--- src/rtl/mprr_pkg.sv ---
`default_nettype none
package mprr_pkg;
    localparam int MaxTasks = 16;
    localparam int IdxW = $clog2(MaxTasks);
    localparam int CntW = $clog2(MaxTasks + 1);

    localparam logic OP_ARRIVE = 1'b0;
    localparam logic OP_TICK   = 1'b1;

    localparam logic [0:0] ADDR_QUANTUM = 1'b0;

    typedef struct packed {
        logic [7:0]  id;
        logic [7:0]  pri;
        logic [15:0] rem;
    } task_t;

    typedef struct packed {
        logic        op;
        task_t       tsk;
    } cmd_t;

    typedef struct packed {
        logic       busy;
        logic [7:0] id;
        logic       fin;
        logic       ovf;
    } res_t;
endpackage
`default_nettype wire

--- src/rtl/multilevel_priority_rr_scheduler.sv ---
`default_nettype none
// Channel   | Handshake          | Payload
// command   | start / busy       | op, task_id, priority_req, burst
// result    | done strobe        | busy_res, running_task, finished, overflow
// register  | APB write/read     | quantum_length at address 0
// A command is written into a two-entry queue at its transfer edge and the
// scheduler core executes it at the next edge, one command per core cycle.
// A tick result is registered when the core executes it and is driven with done in
// the following cycle, so transfers can follow back to back.
// busy stays low because the core drains the queue every cycle; results cannot
// be stalled. Reset clears the queues, the running task and the overflow flag.
module multilevel_priority_rr_scheduler
    import mprr_pkg::*;
(
    input  wire logic        clk,
    input  wire logic        rst_n,
    input  wire logic        psel,
    input  wire logic        penable,
    input  wire logic        pwrite,
    input  wire logic [0:0]  paddr,
    input  wire logic [31:0] pwdata,
    output logic [31:0]      prdata,
    output logic             pready,
    input  wire logic        start,
    output logic             busy,
    input  wire logic        op,
    input  wire logic [7:0]  task_id,
    input  wire logic [7:0]  priority_req,
    input  wire logic [15:0] burst,
    output logic             done,
    output logic             busy_res,
    output logic [7:0]       running_task,
    output logic             finished,
    output logic             overflow
);
    logic [7:0] qlen_reg, qlen_next;
    logic       q_valid, q_pop;
    cmd_t       q_cmd;
    res_t       res;

    assign pready = 1'b1;
    assign prdata = (paddr == ADDR_QUANTUM) ? {24'd0, qlen_reg} : 32'd0;

    always_comb
    begin
        qlen_next = qlen_reg;
        if (psel && penable && pwrite && paddr == ADDR_QUANTUM)
        begin
            qlen_next = pwdata[7:0];
        end
    end

    always_ff @(posedge clk or negedge rst_n)
    begin
        if (!rst_n)
        begin
            qlen_reg <= 8'd2;
        end
        else
        begin
            qlen_reg <= qlen_next;
        end
    end

    mprr_front u_front (
        .clk(clk), .rst_n(rst_n), .start(start), .op(op), .task_id(task_id),
        .priority_req(priority_req), .burst(burst), .busy(busy),
        .q_valid(q_valid), .q_cmd(q_cmd), .q_pop(q_pop)
    );

    mprr_back u_back (
        .clk(clk), .rst_n(rst_n), .quantum_length(qlen_reg), .q_valid(q_valid),
        .q_cmd(q_cmd), .q_pop(q_pop), .res_valid(done), .res(res)
    );

    assign busy_res     = res.busy;
    assign running_task = res.id;
    assign finished     = res.fin;
    assign overflow     = res.ovf;
endmodule
`default_nettype wire

--- src/rtl/mprr_front.sv ---
`default_nettype none
// Accepts commands and parks them in a two-entry queue for the back end.
module mprr_front
    import mprr_pkg::*;
(
    input  wire logic        clk,
    input  wire logic        rst_n,
    input  wire logic        start,
    input  wire logic        op,
    input  wire logic [7:0]  task_id,
    input  wire logic [7:0]  priority_req,
    input  wire logic [15:0] burst,
    output logic             busy,
    output logic             q_valid,
    output cmd_t             q_cmd,
    input  wire logic        q_pop
);
    cmd_t       ent_reg [2];
    logic       rd_reg, rd_next;
    logic       wr_reg, wr_next;
    logic [1:0] cnt_reg, cnt_next;
    logic       push;

    assign busy    = (cnt_reg == 2'd2);
    assign push    = start && !busy;
    assign q_valid = (cnt_reg != 2'd0);
    assign q_cmd   = ent_reg[rd_reg];

    always_comb
    begin
        rd_next  = rd_reg ^ q_pop;
        wr_next  = wr_reg ^ push;
        cnt_next = cnt_reg + {1'b0, push} - {1'b0, q_pop};
    end

    always_ff @(posedge clk or negedge rst_n)
    begin
        if (!rst_n)
        begin
            rd_reg  <= 1'b0;
            wr_reg  <= 1'b0;
            cnt_reg <= 2'd0;
        end
        else
        begin
            rd_reg  <= rd_next;
            wr_reg  <= wr_next;
            cnt_reg <= cnt_next;
        end
    end

    always_ff @(posedge clk)
    begin
        if (push)
        begin
            ent_reg[wr_reg] <= '{op: op, tsk: '{id: task_id, pri: priority_req, rem: burst}};
        end
    end
endmodule
`default_nettype wire

--- src/rtl/mprr_back.sv ---
`default_nettype none
// Sorted priority array, round-robin ring and the running task; one command
// per cycle.
module mprr_back
    import mprr_pkg::*;
(
    input  wire logic       clk,
    input  wire logic       rst_n,
    input  wire logic [7:0] quantum_length,
    input  wire logic       q_valid,
    input  cmd_t            q_cmd,
    output logic            q_pop,
    output logic            res_valid,
    output res_t            res
);
    typedef enum logic [1:0] {MODE_IDLE, MODE_PRIO, MODE_RR} mode_t;

    task_t            pq_reg [MaxTasks];
    task_t            pq_next [MaxTasks];
    logic [CntW-1:0]  pcnt_reg, pcnt_next;
    task_t            rr_reg [MaxTasks];
    logic [IdxW-1:0]  rhead_reg, rhead_next;
    logic [CntW-1:0]  rcnt_reg, rcnt_next;
    task_t            cur_reg, cur_next;
    mode_t            mode_reg, mode_next;
    logic [7:0]       qleft_reg, qleft_next;
    logic             ovf_reg, ovf_next;
    logic             rv_reg, rv_next;
    res_t             res_reg, res_next;
    logic             rr_we;
    task_t            rr_wd;
    logic [IdxW-1:0]  rr_wa;
    logic             pop_p;
    logic             ins;
    logic [MaxTasks-1:0] lt;
    logic             rr_full;

    assign q_pop     = q_valid;
    assign res_valid = rv_reg;
    assign res       = res_reg;
    assign rr_full   = (rcnt_reg == CntW'(MaxTasks));

    // Position compare for a sorted insert: new task goes before entry i.
    always_comb
    begin
        for (int i = 0; i < MaxTasks; i++)
        begin
            lt[i] = q_cmd.tsk.pri < pq_reg[i].pri;
        end
    end

    always_comb
    begin
        pcnt_next  = pcnt_reg;
        rhead_next = rhead_reg;
        rcnt_next  = rcnt_reg;
        cur_next   = cur_reg;
        mode_next  = mode_reg;
        qleft_next = qleft_reg;
        ovf_next   = ovf_reg;
        rv_next    = 1'b0;
        res_next   = res_reg;
        rr_we      = 1'b0;
        rr_wd      = cur_reg;
        rr_wa      = rhead_reg + rcnt_reg[IdxW-1:0];
        pop_p      = 1'b0;
        ins        = 1'b0;
        for (int i = 0; i < MaxTasks; i++)
        begin
            pq_next[i] = pq_reg[i];
        end

        if (q_valid && q_cmd.op == OP_ARRIVE)
        begin
            if (pcnt_reg == CntW'(MaxTasks))
            begin
                ovf_next = 1'b1;
            end
            else
            begin
                ins = 1'b1;
                pcnt_next = pcnt_reg + 1'b1;
                for (int i = 0; i < MaxTasks; i++)
                begin
                    if (CntW'(i) < pcnt_reg && lt[i])
                    begin
                        if (i == 0 || !(lt[(i == 0) ? 0 : i-1])
                            || CntW'(i) == 0)
                        begin
                            pq_next[i] = q_cmd.tsk;
                        end
                        else
                        begin
                            pq_next[i] = pq_reg[(i == 0) ? 0 : i-1];
                        end
                    end
                    else if (CntW'(i) == pcnt_reg)
                    begin
                        if (i != 0 && lt[(i == 0) ? 0 : i-1])
                        begin
                            pq_next[i] = pq_reg[(i == 0) ? 0 : i-1];
                        end
                        else
                        begin
                            pq_next[i] = q_cmd.tsk;
                        end
                    end
                end
            end
        end
        else if (q_valid)
        begin
            rv_next = 1'b1;
            unique case (mode_reg)
                MODE_PRIO:
                begin
                    if (pcnt_reg != '0 && pq_reg[0].pri < cur_reg.pri)
                    begin
                        rr_we = 1'b1;
                        pop_p = 1'b1;
                    end
                end
                MODE_RR:
                begin
                    if (pcnt_reg != '0)
                    begin
                        rr_we = 1'b1;
                        pop_p = 1'b1;
                        mode_next = MODE_PRIO;
                    end
                end
                default:
                begin
                    mode_next = MODE_IDLE;
                    if (pcnt_reg != '0)
                    begin
                        pop_p = 1'b1;
                        mode_next = MODE_PRIO;
                    end
                    else if (rcnt_reg != '0)
                    begin
                        cur_next   = rr_reg[rhead_reg];
                        cur_next.pri = 8'd0;
                        rhead_next = rhead_reg + 1'b1;
                        rcnt_next  = rcnt_reg - 1'b1;
                        mode_next  = MODE_RR;
                        qleft_next = quantum_length;
                    end
                end
            endcase
            if (rr_we)
            begin
                if (rr_full)
                begin
                    rr_we = 1'b0;
                    ovf_next = 1'b1;
                end
                else
                begin
                    rcnt_next = rcnt_next + 1'b1;
                end
            end
            if (pop_p)
            begin
                cur_next  = pq_reg[0];
                pcnt_next = pcnt_reg - 1'b1;
                for (int i = 0; i < MaxTasks - 1; i++)
                begin
                    pq_next[i] = pq_reg[i+1];
                end
            end
            res_next = '{busy: 1'b0, id: 8'd0, fin: 1'b0, ovf: 1'b0};
            if (mode_next != MODE_IDLE)
            begin
                res_next.busy = 1'b1;
                res_next.id   = cur_next.id;
                if (cur_next.rem <= 16'd1)
                begin
                    res_next.fin = 1'b1;
                    cur_next.rem = 16'd0;
                    mode_next    = MODE_IDLE;
                end
                else
                begin
                    cur_next.rem = cur_next.rem - 16'd1;
                    if (mode_next == MODE_RR)
                    begin
                        if (qleft_next <= 8'd1)
                        begin
                            qleft_next = 8'd0;
                            mode_next  = MODE_IDLE;
                            // Expiry requeue; a demotion can't happen in the same tick.
                            if (rcnt_next == CntW'(MaxTasks))
                            begin
                                ovf_next = 1'b1;
                            end
                            else
                            begin
                                rr_we = 1'b1;
                                rr_wd = cur_next;
                                rr_wa = rhead_next + rcnt_next[IdxW-1:0];
                                rcnt_next = rcnt_next + 1'b1;
                            end
                        end
                        else
                        begin
                            qleft_next = qleft_next - 8'd1;
                        end
                    end
                end
            end
            res_next.ovf = ovf_next;
        end
    end

    always_ff @(posedge clk or negedge rst_n)
    begin
        if (!rst_n)
        begin
            pcnt_reg  <= '0;
            rhead_reg <= '0;
            rcnt_reg  <= '0;
            cur_reg   <= '0;
            mode_reg  <= MODE_IDLE;
            qleft_reg <= '0;
            ovf_reg   <= 1'b0;
            rv_reg    <= 1'b0;
            res_reg   <= '0;
        end
        else
        begin
            pcnt_reg  <= pcnt_next;
            rhead_reg <= rhead_next;
            rcnt_reg  <= rcnt_next;
            cur_reg   <= cur_next;
            mode_reg  <= mode_next;
            qleft_reg <= qleft_next;
            ovf_reg   <= ovf_next;
            rv_reg    <= rv_next;
            res_reg   <= res_next;
        end
    end

    always_ff @(posedge clk)
    begin
        if (ins || pop_p)
        begin
            for (int i = 0; i < MaxTasks; i++)
            begin
                pq_reg[i] <= pq_next[i];
            end
        end
        if (rr_we)
        begin
            rr_reg[rr_wa] <= rr_wd;
        end
    end
endmodule
`default_nettype wire

--- config.mk ---
export PLATFORM = sky130hd
export DESIGN_NAME = multilevel_priority_rr_scheduler
export DESIGN_NICKNAME = d
export VERILOG_FILES = /design/src/rtl/mprr_pkg.sv /design/src/rtl/multilevel_priority_rr_scheduler.sv /design/src/rtl/mprr_front.sv /design/src/rtl/mprr_back.sv
export SDC_FILE = /design/constraint.sdc
export NUM_CORES = 2
export LEC_CHECK = 0
export BUFFER_PORTS_ARGS = -buffer_cell sky130_fd_sc_hd__buf_4
export CORE_MARGIN = 1.5
export CORE_UTILIZATION = 58
export CTS_CLUSTER_DIAMETER = 150
export DETAILED_ROUTE_END_ITERATION = 16
export GPL_TIMING_DRIVEN = 0
export PLACE_DENSITY = 0.75
export SKIP_LAST_GASP = 1
export SYNTH_ARGS = -nofsm -noshare
export SYNTH_HDL_FRONTEND = slang
export SYNTH_SLANG_ARGS = --single-unit
--- constraint.sdc ---
create_clock -name clk -period 17.76 [get_ports clk]
set_input_delay 3.552 -clock clk [delete_from_list [all_inputs] [get_ports clk]]
set_output_delay 3.552 -clock clk [all_outputs]
set_load 0.05 [all_outputs]
==> flow_summary.ini <==
[placement]
gp_congestion = 0.923
portBuffers = 68
placed_cells = 5423
hpwl_um = 102000

[synthesis]
synthTopCellsByArea = edfxtp_1 56%, mux2i_1 8.9%, mux4_2 4.5%, o21ai_0 4.4%, nand2_1 4.1%
synth_area_leader_cell = edfxtp_1
syn_avg_cell_area_um2 = 12.6
async_flop_share = 0.0777
yosysMostFrequentCell = edfxtp_1
synth_warnings = 0
netlist_top_cells_count = 962 x edfxtp_1, 570 x nand2_1, 458 x mux2i_1
syn-cell-area_um2 = 51700
synth_flop_cell = edfxtp_1
postSynthCellCount = 4111
yosys_register_bits = 1043
synth-seq-area-share = 0.598
yosys.area.top_type_share = 0.558
yosysUniqueCellTypes = 77
synth_edf_count = 962

[cts]
tritoncts = yes
cts-buffers-inserted = 107
post_cts_buffers = 0
clockRootBuffer = clkbuf_16
ctsResizeCount = 0
clk_pin_slew_ns = 0.07
cts_hold_buf = 0
clock-sinks = 1043
clk_path_buf_depth = 3
htree_levels = 3
clock_latency_ns = 0.73

[min_path]
min_path_type = reg -> reg

[finish]
nets = 4584
area_delta_synth_final_pct = 13.4
instances_no_fill = 5626
layout-drive-gt1-share = 0.128
diodes = 0
largest_reg_flops = 512

[timing]
hold_viol = 0
worst_pin_slew_ns = 1.36
clock_skew_ns = 0.0527
grt_setup_unrepaired = no
clock.fmax_mhz = 125
maxSlewViolCount = 0
fin_crit_ns = 7.99
finalSetupTns_ns = 0
maxSlewHeadroom = 0.0902
setup_violations = 0
finalCritPeriodShare = 0.450

[worst_setup_path]
crit_type = reg -> reg
crit_arrival_ns = 8.39
startpoint_type = flop
crit_fanout = 13
required_ns = 18.16
cp-end-kind = flop
ff2ff_setup_slack_ns = 9.77

[drt]
vias = 35000
vias_per_cell = 6.22
antenna_left = 0
drc = 0
drtPass1Iterations = 6
routedWlPerCell_um = 24.8
drt_iter0_markers = 3292
routed_wl_um = 139000

[floorplan]
die_y_um = 302
core_area_um2 = 88400
io_pins = 118
die_w_um = 302
start_util = 0.585
die_area_um2 = 91000
fp-row-count = 109

[global_route]
grt_pass1_wl_um = 210000
grt_use_total = 0.306
grt_pass1_vias = 35100
grt_overflow = 0
grt_max_degree = 82
antenna_found_initial = 1

[flow_run]
max_cap_viol_count = 0

[power_and_ir_drop]
total_leakage_power_nw = 22.7
vdd_ir_drop_max_v = 0.000141
power_density_nw_per_um2 = 212

[status]
status = finished, final reports clean
==> layer usage <==
metal	global-route usage	part of all wire	up-vias
li1	-	-	15900
met5	0	0	-
met3	0.0397	0.061	332
met2	0.531	0.50	1495
met1	0.385	0.39	17300
met4	0.134	0.045	0
==> cell usage in the layout, fill, tap and decap left out, types with 12 or more instances in the layout <==
master | Yosys | layout
mux2_2 | 77 | 77
bufinv_16 | 0 | 13
clkinv_2 | 0 | 15
dfrtp_1 | 80 | 80
and3_1 | 12 | 12
edfxtp_1 | 962 | 962
a31oi_1 | 35 | 30
nor4_1 | 15 | 15
clkbuf_16 | 0 | 109
xnor2_1 | 32 | 32
nor2b_1 | 29 | 29
o21ai_1 | 4 | 17
nand3_1 | 61 | 61
buf_1 | 20 | 20
o211ai_1 | 13 | 13
clkinv_1 | 1 | 23
o21a_1 | 27 | 27
buf_2 | 18 | 18
inv_1 | 141 | 141
buf_16 | 0 | 12
conb_1 | 2 | 25
a21boi_0 | 16 | 16
mux2i_1 | 458 | 458
a211o_1 | 12 | 12
buf_6 | 4 | 31
o21ai_0 | 451 | 438
nand2b_1 | 16 | 16
nor2_1 | 125 | 121
nor3_1 | 58 | 50
buf_4 | 28 | 103
o22ai_1 | 102 | 102
mux4_2 | 104 | 104
nand2_1 | 570 | 570
a21oi_1 | 89 | 77
clkbuf_1 | 247 | 266
ha_1 | 142 | 140
a22o_1 | 19 | 19
==> area by class of cell <==
| cell class | count | area (um2) |
|---|---|---|
| sequential | 1043 | 30900 |
| tap | 1165 | 1460 |
| clock buffer | 130 | 2810 |
| inverter | 142 | 533 |
| buffer | 317 | 1350 |
| clock inverter | 71 | 836 |
| timing repair buffer | 126 | 1420 |
| fill | 6390 | 29700 |
| multi-input combinational | 2632 | 19300 |
==> stage by stage <==
stage	hold WS (ns)	util	setup slack [ns]	area, um2	total power [mW]
finish	0.501	0.664	9.77	58700	12.5
global route	0.514	0.664	9.46	58700	13.1
CTS	0.504	0.663	9.88	58600	12.4
detailed placement	0.482	0.622	9.95	55000	10.0
global placement	0.469	0.609	7.10	53800	9.69
floorplan	0.450	-	9.97	51800	8.29
==> final timing paths <==
check	start	cells past startpoint	end
max	u_back.rhead_reg[3]	21	u_back.rr_reg[9][15]
min	u_back.res[10]	1	u_back.res[10]
max reg2reg	u_back.rhead_reg[3]	21	u_back.rr_reg[9][15]
min reg2reg	u_back.res[10]	1	u_back.res[10]
max in group asynchronous	rst_n	1	u_back.cur_reg[4]
min in group asynchronous	rst_n	1	u_front.wr_reg
==> cell families after synthesis <==
group	count (synthesis)	share of synthesized area
compound gates	833	0.0936
xor+xnor	43	0.00728
fa+ha+maj	143	0.0347
buf+inv	459	0.0363
flops	1043	0.598
mux	640	0.151
other cells	2	0.000145
simple gates	948	0.0795
==> worst max-delay path, stage by stage (launching register included) <==
cell and delay (ns):
dfrtp_1 0.41, buf_2 0.26, buf_1 0.69, clkbuf_1 0.65, buf_2 0.45, mux4_2 0.37, mux2i_1 0.16, mux2i_1 0.18
mux2i_1 0.24, o21ai_0 0.17, inv_1 0.15, ha_1 0.31, o21ai_0 0.14, nor4_1 0.22, o211ai_1 0.20, nor4_1 0.88
or4_1 0.21, buf_2 0.23, mux2i_1 0.30, buf_4 0.27, nor3b_4 0.85, buf_8 0.29
==> power breakdown <==
group          switching (mW)  leakage (nW)  internal [mW]  total, mW
sequential              0.436          9.96           3.95       4.38
combinational            3.57          11.0           2.17       5.74
clock                    1.00          1.76           1.33       2.33
(Power assumes the default switching activity.)
